$ cat src/font_glyph_kern_lookup_unit_defines.svh
// assertion macros for the glyph and kern lookup unit
`ifndef FONT_GLYPH_KERN_LOOKUP_UNIT_DEFINES_SVH
`define FONT_GLYPH_KERN_LOOKUP_UNIT_DEFINES_SVH

// implication checked on every clock edge outside reset
`define FGK_ASSERT_IMP(label, ante, cons, msg) \
  label: assert property (@(posedge clk) disable iff (!rst_n) (ante) |-> (cons)) \
    else $error(msg);

// next-cycle implication checked outside reset
`define FGK_ASSERT_NEXT(label, ante, cons, msg) \
  label: assert property (@(posedge clk) disable iff (!rst_n) (ante) |=> (cons)) \
    else $error(msg);

`endif

$ cat src/fgk_pkg.sv
// ----------------------------------------------------------------------------
// fgk_pkg
// Shared types and codes for the glyph and kern lookup unit.
// ----------------------------------------------------------------------------
`timescale 1ns / 1ps

package fgk_pkg;

  // request opcodes
  localparam logic [1:0] OP_WRITE = 2'd0;
  localparam logic [1:0] OP_GLYPH = 2'd1;
  localparam logic [1:0] OP_KERN  = 2'd2;

  // configuration register indexes
  localparam logic [2:0] REG_CODE_BYTES   = 3'd0;
  localparam logic [2:0] REG_METRIC_BYTES = 3'd1;
  localparam logic [2:0] REG_OFFSET_BYTES = 3'd2;
  localparam logic [2:0] REG_GLYPH_ENTRIES = 3'd3;
  localparam logic [2:0] REG_KERN_ENTRIES = 3'd4;
  localparam logic [2:0] REG_KERN_BASE    = 3'd5;
  localparam logic [2:0] REG_LINE_GAP     = 3'd6;

  // field selectors for bytes shifted into the datapath
  localparam logic [3:0] FLD_KEY    = 4'd0;
  localparam logic [3:0] FLD_XMIN   = 4'd1;
  localparam logic [3:0] FLD_YMIN   = 4'd2;
  localparam logic [3:0] FLD_XMAX   = 4'd3;
  localparam logic [3:0] FLD_YMAX   = 4'd4;
  localparam logic [3:0] FLD_ADV    = 4'd5;
  localparam logic [3:0] FLD_OFFSET = 4'd6;
  localparam logic [3:0] FLD_KERN   = 4'd7;

  // controller to datapath commands
  typedef struct packed {
    logic       load;       // capture request and set up search bounds
    logic       probe_addr; // compute entry address of the midpoint
    logic       set_rd;     // start byte pointer at entry address
    logic       rd_next;    // advance byte pointer
    logic       shift_en;   // shift read byte into field selected
    logic [3:0] field;
    logic       step;       // update bounds from compare
    logic       finish;     // register result and strobe it
  } fgk_cmd_t;

  // datapath to controller status
  typedef struct packed {
    logic       is_glyph;
    logic       empty;      // lo > hi
    logic       match;
    logic [1:0] cb;
    logic [1:0] mb;
    logic [1:0] ob;
  } fgk_sts_t;

endpackage

$ cat src/fgk_ctrl.sv
// ----------------------------------------------------------------------------
// fgk_ctrl
// Sequencer for probes and field reads of the lookup.
// ----------------------------------------------------------------------------
`timescale 1ns / 1ps
`include "font_glyph_kern_lookup_unit_defines.svh"

module fgk_ctrl (
  input  logic              clk,
  input  logic              rst_n,
  input  logic              start,
  input  logic [1:0]        in_opcode,
  input  fgk_pkg::fgk_sts_t sts,
  output logic              busy,
  output fgk_pkg::fgk_cmd_t cmd
);

  localparam logic [2:0] S_IDLE  = 3'd0;
  localparam logic [2:0] S_CHECK = 3'd1;
  localparam logic [2:0] S_ADDR  = 3'd2;
  localparam logic [2:0] S_PTR   = 3'd3;
  localparam logic [2:0] S_READ  = 3'd4;
  localparam logic [2:0] S_STEP  = 3'd5;
  localparam logic [2:0] S_FIELD = 3'd6;
  localparam logic [2:0] S_DONE  = 3'd7;

  logic [2:0] state_r, state_nxt;
  logic [2:0] cnt_r, cnt_nxt;     // bytes left in current field
  logic [3:0] fld_r, fld_nxt;     // field being read
  logic       key_phase_r, key_phase_nxt;

  // byte count per field
  function automatic logic [2:0] fbytes(input logic [3:0] f, input fgk_pkg::fgk_sts_t s);
    case (f)
      fgk_pkg::FLD_KEY:    fbytes = s.is_glyph ? 3'(s.cb) : 3'({s.cb, 1'b0});
      fgk_pkg::FLD_OFFSET: fbytes = 3'(s.ob);
      fgk_pkg::FLD_KERN:   fbytes = 3'd1;
      default:             fbytes = 3'(s.mb);
    endcase
  endfunction

  logic go;
  assign go   = start && !busy &&
                (in_opcode == fgk_pkg::OP_GLYPH || in_opcode == fgk_pkg::OP_KERN);
  assign busy = (state_r != S_IDLE);

  // next state and commands
  always_comb begin
    state_nxt = state_r;
    cnt_nxt   = cnt_r;
    fld_nxt   = fld_r;
    key_phase_nxt = key_phase_r;
    cmd = '0;
    cmd.field = fld_r;
    case (state_r)
      S_IDLE: begin
        if (go) begin
          cmd.load  = 1'b1;
          state_nxt = S_CHECK;
        end
      end
      S_CHECK: begin
        state_nxt = sts.empty ? S_DONE : S_ADDR;
      end
      S_ADDR: begin
        cmd.probe_addr = 1'b1;
        fld_nxt   = fgk_pkg::FLD_KEY;
        cnt_nxt   = fbytes(fgk_pkg::FLD_KEY, sts);
        key_phase_nxt = 1'b1;
        state_nxt = S_PTR;
      end
      S_PTR: begin
        cmd.set_rd = 1'b1;
        state_nxt  = S_READ;
      end
      S_READ: begin
        cmd.shift_en = 1'b1;
        cmd.rd_next  = 1'b1;
        cnt_nxt      = cnt_r - 3'd1;
        if (cnt_r == 3'd1) begin
          state_nxt = key_phase_r ? S_STEP : S_FIELD;
        end
      end
      S_STEP: begin
        key_phase_nxt = 1'b0;
        if (sts.match) begin
          cmd.step = 1'b1;
          fld_nxt  = sts.is_glyph ? fgk_pkg::FLD_XMIN : fgk_pkg::FLD_KERN;
          cnt_nxt  = sts.is_glyph ? 3'(sts.mb) : 3'd1;
          state_nxt = S_READ;
        end else begin
          cmd.step  = 1'b1;
          state_nxt = S_CHECK;
        end
      end
      S_FIELD: begin
        if (fld_r == fgk_pkg::FLD_OFFSET || fld_r == fgk_pkg::FLD_KERN) begin
          state_nxt = S_DONE;
        end else begin
          fld_nxt   = fld_r + 4'd1;
          cnt_nxt   = fbytes(fld_r + 4'd1, sts);
          state_nxt = S_READ;
        end
      end
      S_DONE: begin
        cmd.finish = 1'b1;
        state_nxt  = S_IDLE;
      end
      default: state_nxt = S_IDLE;
    endcase
  end

  always_ff @(posedge clk) begin
    if (!rst_n) begin
      state_r     <= S_IDLE;
      cnt_r       <= '0;
      fld_r       <= fgk_pkg::FLD_KEY;
      key_phase_r <= 1'b0;
    end else begin
      state_r     <= state_nxt;
      cnt_r       <= cnt_nxt;
      fld_r       <= fld_nxt;
      key_phase_r <= key_phase_nxt;
    end
  end

  `FGK_ASSERT_NEXT(a_done_to_idle, state_r == S_DONE, state_r == S_IDLE, "done not followed by idle")
  `FGK_ASSERT_IMP(a_read_cnt, state_r == S_READ, cnt_r != 3'd0, "read with zero byte count")
  `FGK_ASSERT_NEXT(a_go_busy, go, busy, "accepted lookup left controller idle")

endmodule

$ cat config.mk
export PLATFORM = sky130hd
export DESIGN_NAME = fgk_ctrl
export DESIGN_NICKNAME = d
export VERILOG_FILES = /design/src/fgk_pkg.sv /design/src/fgk_ctrl.sv
export VERILOG_INCLUDE_DIRS = /design/src /design/src/src
export SDC_FILE = /design/constraint.sdc
export NUM_CORES = 1
export LEC_CHECK = 0
export BUFFER_PORTS_ARGS = -buffer_cell sky130_fd_sc_hd__buf_4
export CORE_MARGIN = 3
export CORE_UTILIZATION = 52
export DETAILED_ROUTE_END_ITERATION = 10
export PLACE_DENSITY = 0.82
export REMOVE_ABC_BUFFERS = 1
export SETUP_SLACK_MARGIN = 0.15
export SYNTH_ARGS = -nofsm -noshare
export SYNTH_HDL_FRONTEND = slang
export SYNTH_SLANG_ARGS = --single-unit
$ cat constraint.sdc
create_clock -name clk -period 2.65 [get_ports clk]
set_clock_uncertainty 0.05 [all_clocks]
set_input_delay 0.1325 -clock clk [delete_from_list [all_inputs] [get_ports clk]]
set_output_delay 0.1325 -clock clk [all_outputs]
set_load 0.005 [all_outputs]
==> reports/results.md <==
| Group | Item | Value |
|---|---|---|
| yosys | Fraction of synthesized area in multiplexers | 2.021% |
| sta | Max-slew headroom at the worst pin | 58.61% |
| placement | Weighted congestion at the end of routability-driven global placement | 0.8620 |
| clock network | Count of hold-fix buffers inserted at cts | 0 |
| placement | DP Cell Count | 186 |
| yosys | YS warnings | 0 |
| sta | Final worst-path cycle share | 81.73% |
| yosys | Share of the synthesized area in compound gates (AO/OA/AOI/OAI) | 33.77% |
| route | Number of search-and-repair iterations in the first detailed-routing pass | 4 |
| yosys | Number of synthesized register bits | 11 |
| yosys | Cell Area, Synth | 0.001052 sq mm |
| worst setup path | Worst-path cell with the longest stage delay | sky130_fd_sc_hd__dfxtp_1 |
| clock network | Clk Tree Root Cell | sky130_fd_sc_hd__clkbuf_4 |
| route | Wire length after detailed routing | 2.777 mm |
| clock network | Number of cells upsized or downsized after cts | 0 |
| sta | Setup tns final | 0 ps |
| worst setup path | Arrival @ worst endpoint | 2320 ps |
| yosys | Number of standard cells after synthesis | 145 |
| worst setup path | Cells along the critical path | nor2b_4 -> nand2_1 -> inv_1 -> a21oi_2 -> or4b_1 -> a21oi_1 |
| global routing | Initial antenna violation count | 0 |
| yosys | Post-synthesis xor/xnor area fraction | 0.8323% |
| layout | Filler cells | 158 |
| sta | Clock period minus final worst setup slack | 2166 ps |
| sta | Final-report hold violation count | 0 |
| power | Power density over the cells | 540.5 mW/mm^2 |
| route | Routed len/inst | 14.62 um |
| layout | Nets | 185 |
| sta | Unrepaired setup endpoints after global routing | false |
| global routing | Overflow left after global routing | 0 |
| route | DRC violation count after routing | 0 |
| clock network | Maximum number of buffers from clock root to sink | 2 |
| clock network | Number of buffers inserted during clock tree synthesis | 3 |
| yosys | Post-Synth Adder-Cell Area | 5.945% |
| floorplanning | Die Area | 0.002599 sq mm |
| route | DR vias | 1,120 |
| layout | Final standard cell utilization of the core | 68.45% |
| sta | Fmax | 461.7 MHz |
| route | Violation count after the first detailed-route iteration | 36 |
| yosys | Share of synthesized flip-flops with an asynchronous set or reset | 0% |
| power | P_leak | 0.5260 nW |
| floorplanning | Starting utilization of the core area | 57.80% |
| yosys | Cell type with the highest aggregate area in the netlist | sky130_fd_sc_hd__dfxtp_1 |
| floorplanning | Area of the core | 0.001821 sq mm |
| yosys | Main area contributors after synthesis | sky130_fd_sc_hd__dfxtp_1, sky130_fd_sc_hd__o21ai_0, sky130_fd_sc_hd__ha_1, sky130_fd_sc_hd__nor2_1, sky130_fd_sc_hd__a21oi_1 |
| power | Highest ir drop seen on vdd | 334.4 uV |
| worst setup path | Data required time at the worst endpoint | 2800 ps |
| floorplanning | Overall die width | 50.99 um |
| worst setup path | Worst-path maximum fanout | 19 |
| global routing | Overall fraction of global-route tracks in use | 23.18% |
| yosys | Syn_area_per_cell | 7.257 sq um |
| floorplanning | I/O pin cnt | 26 |
| yosys | Number of enable flip-flop cells after synthesis | 0 |
| layout | Post-route standard cell area excluding fillers | 0.001246 sq mm |
| job | Maximum Capacitance Violations | 0 |
| route | Count of nets left with antenna violations after detail routing | 0 |
| placement | Port Buffers | 25 |
| yosys | Most used flip-flop cell after synthesis | sky130_fd_sc_hd__dfxtp_1 |
| sta | Worst Tran Pin Value | 620.0 ps |
| clock network | TritonCTS clock tree | built |
| outcome | Status | finished clean |
| power | Total power after layout | 673.6 uW |
| yosys | Fraction of post-synthesis cell area in the top cell type by area | 20.93% |
| layout | Fraction of layout cells with a size suffix above 1 | 21.82% |
| clock network | Post-CTS setup repair buffer count | 0 |
| global routing | Pin count of the biggest net entering global routing | 21 |
| yosys | Area share of and/or/nand/nor cells after synthesis | 27.35% |
| worst setup path | Element type at the critical path end | register |
| worst setup path | CP top delay family | simple AND/OR/NAND/NOR gates |
| clock network | Worst-skew pair later-pin latency | 280 ps |
| worst setup path | CP Class | reg -> reg |
| worst setup path | Critical path buffer and inverter count | 1 |
| layout | Non-filler instance count after layout | 190 |
| global routing | Number of global-route vias before repair | 1,066 |
| sta | Setup violation total in the final timing report | 0 |
| layout | Number of diodes added for antenna fixing | 0 |
| yosys | Post-synth cell types | 51 |
| worst setup path | Largest incremental delay on the critical path | 720 ps |
| clock network | Clock sinks | 11 |
| floorplanning | Die span in y | 50.99 um |
| worst hold path | Tightest Hold Check Type | in -> reg |
| clock network | Reg clk slew, reported paths | 90 ps |
| worst setup path | R2R Setup Slk | 480 ps |
| layout | Area Overhead vs Synth | 18.43% |
| placement | HPWL after DPL | 2.124 mm |
| yosys | Post-synthesis sequential area ratio | 20.93% |
| worst setup path | Critical path startpoint category | register |
| placement | Placed standard-cell area | 0.001220 sq mm |
| clock network | Level count of the clock H-tree | 1 |
| yosys | Combinational family with the most area after synthesis | compound AO/OA/AOI/OAI gates |
| sta | Max-slew violations | 0 |
| floorplanning | Count of standard-cell rows | 15 |
| global routing | Global-route wire length before repair | 4.671 mm |
| route | Via-to-Cell Ratio | 5.895 |
## routing by layer
layer | GRT usage [%] | wire length, um | part of all wire (%) | vias to the layer above
met5 | 0 | 0 | 0 | -
met4 | 8.969 | 41 | 1.5 | 0
met2 | 38.63 | 1346 | 48 | 46
met1 | 29.20 | 1187 | 43 | 504
li1 | - | - | - | 565
met3 | 4.373 | 201 | 7.2 | 5
## sequential cells by signal, indices dropped and copies added (netlist names)
signal / count
cnt_r: 3
key_phase_r: 1
state_r: 3
fld_r: 4
## worst paths after layout
check / startpoint / to / depth (start not counted)
worst max-delay path: state_r[2] / fld_r[3] / 6
worst min-delay path: rst_n / cnt_r[1] / 3
worst max register to register: state_r[2] / fld_r[3] / 6
worst min register to register: key_phase_r / key_phase_r / 2
## cells by family (layout without fill, tap and decap cells)
kind of cell / after synthesis / in the layout
buf+inv: 21 / 41
xor+xnor: 1 / 1
compound gates: 52 / 52
mux: 2 / 2
flops: 11 / 11
simple gates: 53 / 53
fa+ha+maj: 5 / 5
## layout make-up
cell class                 count  area (sq um)  share of cell area, %
clock buffer                   4         26.28                  2.108
inverter                      12         45.04                  3.614
multi-input combinational    113         735.7                  59.04
sequential                    11         220.2                  17.67
tap                           25         31.28                  2.510
timing repair buffer          25         187.7                  15.06
## cell usage after synthesis, types with 2 or more instances
master                      n
sky130_fd_sc_hd__a211o_1    2
sky130_fd_sc_hd__a211oi_1   3
sky130_fd_sc_hd__a21oi_1   11
sky130_fd_sc_hd__a221oi_1   2
sky130_fd_sc_hd__a31oi_1    3
sky130_fd_sc_hd__a32o_1     2
sky130_fd_sc_hd__buf_4      2
sky130_fd_sc_hd__clkbuf_1   4
sky130_fd_sc_hd__dfxtp_1   11
sky130_fd_sc_hd__ha_1       5
sky130_fd_sc_hd__inv_1     11
sky130_fd_sc_hd__nand2_1    8
sky130_fd_sc_hd__nand2b_1   5
sky130_fd_sc_hd__nand3_1    3
sky130_fd_sc_hd__nand3b_1   2
sky130_fd_sc_hd__nor2_1    16
sky130_fd_sc_hd__nor3_1     5
sky130_fd_sc_hd__nor3b_1    2
sky130_fd_sc_hd__o21a_1     2
sky130_fd_sc_hd__o21ai_0   14
sky130_fd_sc_hd__or3_1      2
## through the flow
stage	worst slack (ps)	hold WS, ps
after global routing	351.9	99.92
after floorplan	703.7	238.1
after detailed placement	550.8	370.5
after global placement	638.1	353.2
final	484.3	72.03
after CTS	524.2	84.50
## power breakdown
group	internal (mW)	switching [mW]	total [mW]
Combinational	0.147	0.147	0.294
Clock	0.0585	0.0659	0.124
Sequential	0.193	0.0630	0.256
Total	0.398	0.276	0.674
## cell usage in the layout, fill, tap and decap left out, drive strengths merged, types with 5 or more instances in the layout
master and instances:
a21oi 12, buf 25, dfxtp 11, ha 5, inv 11, nand2 8, nand2b 6, nor2 16
nor3 5, o21ai 15
## worst min-delay path: cells and delay by family
family / cells / cell delay [ps]
AOI/OAI and AO/OA: 2 / 160
buffers and inverters: 1 / 90
No activity file was read; power rests on OpenSTA's default activity.
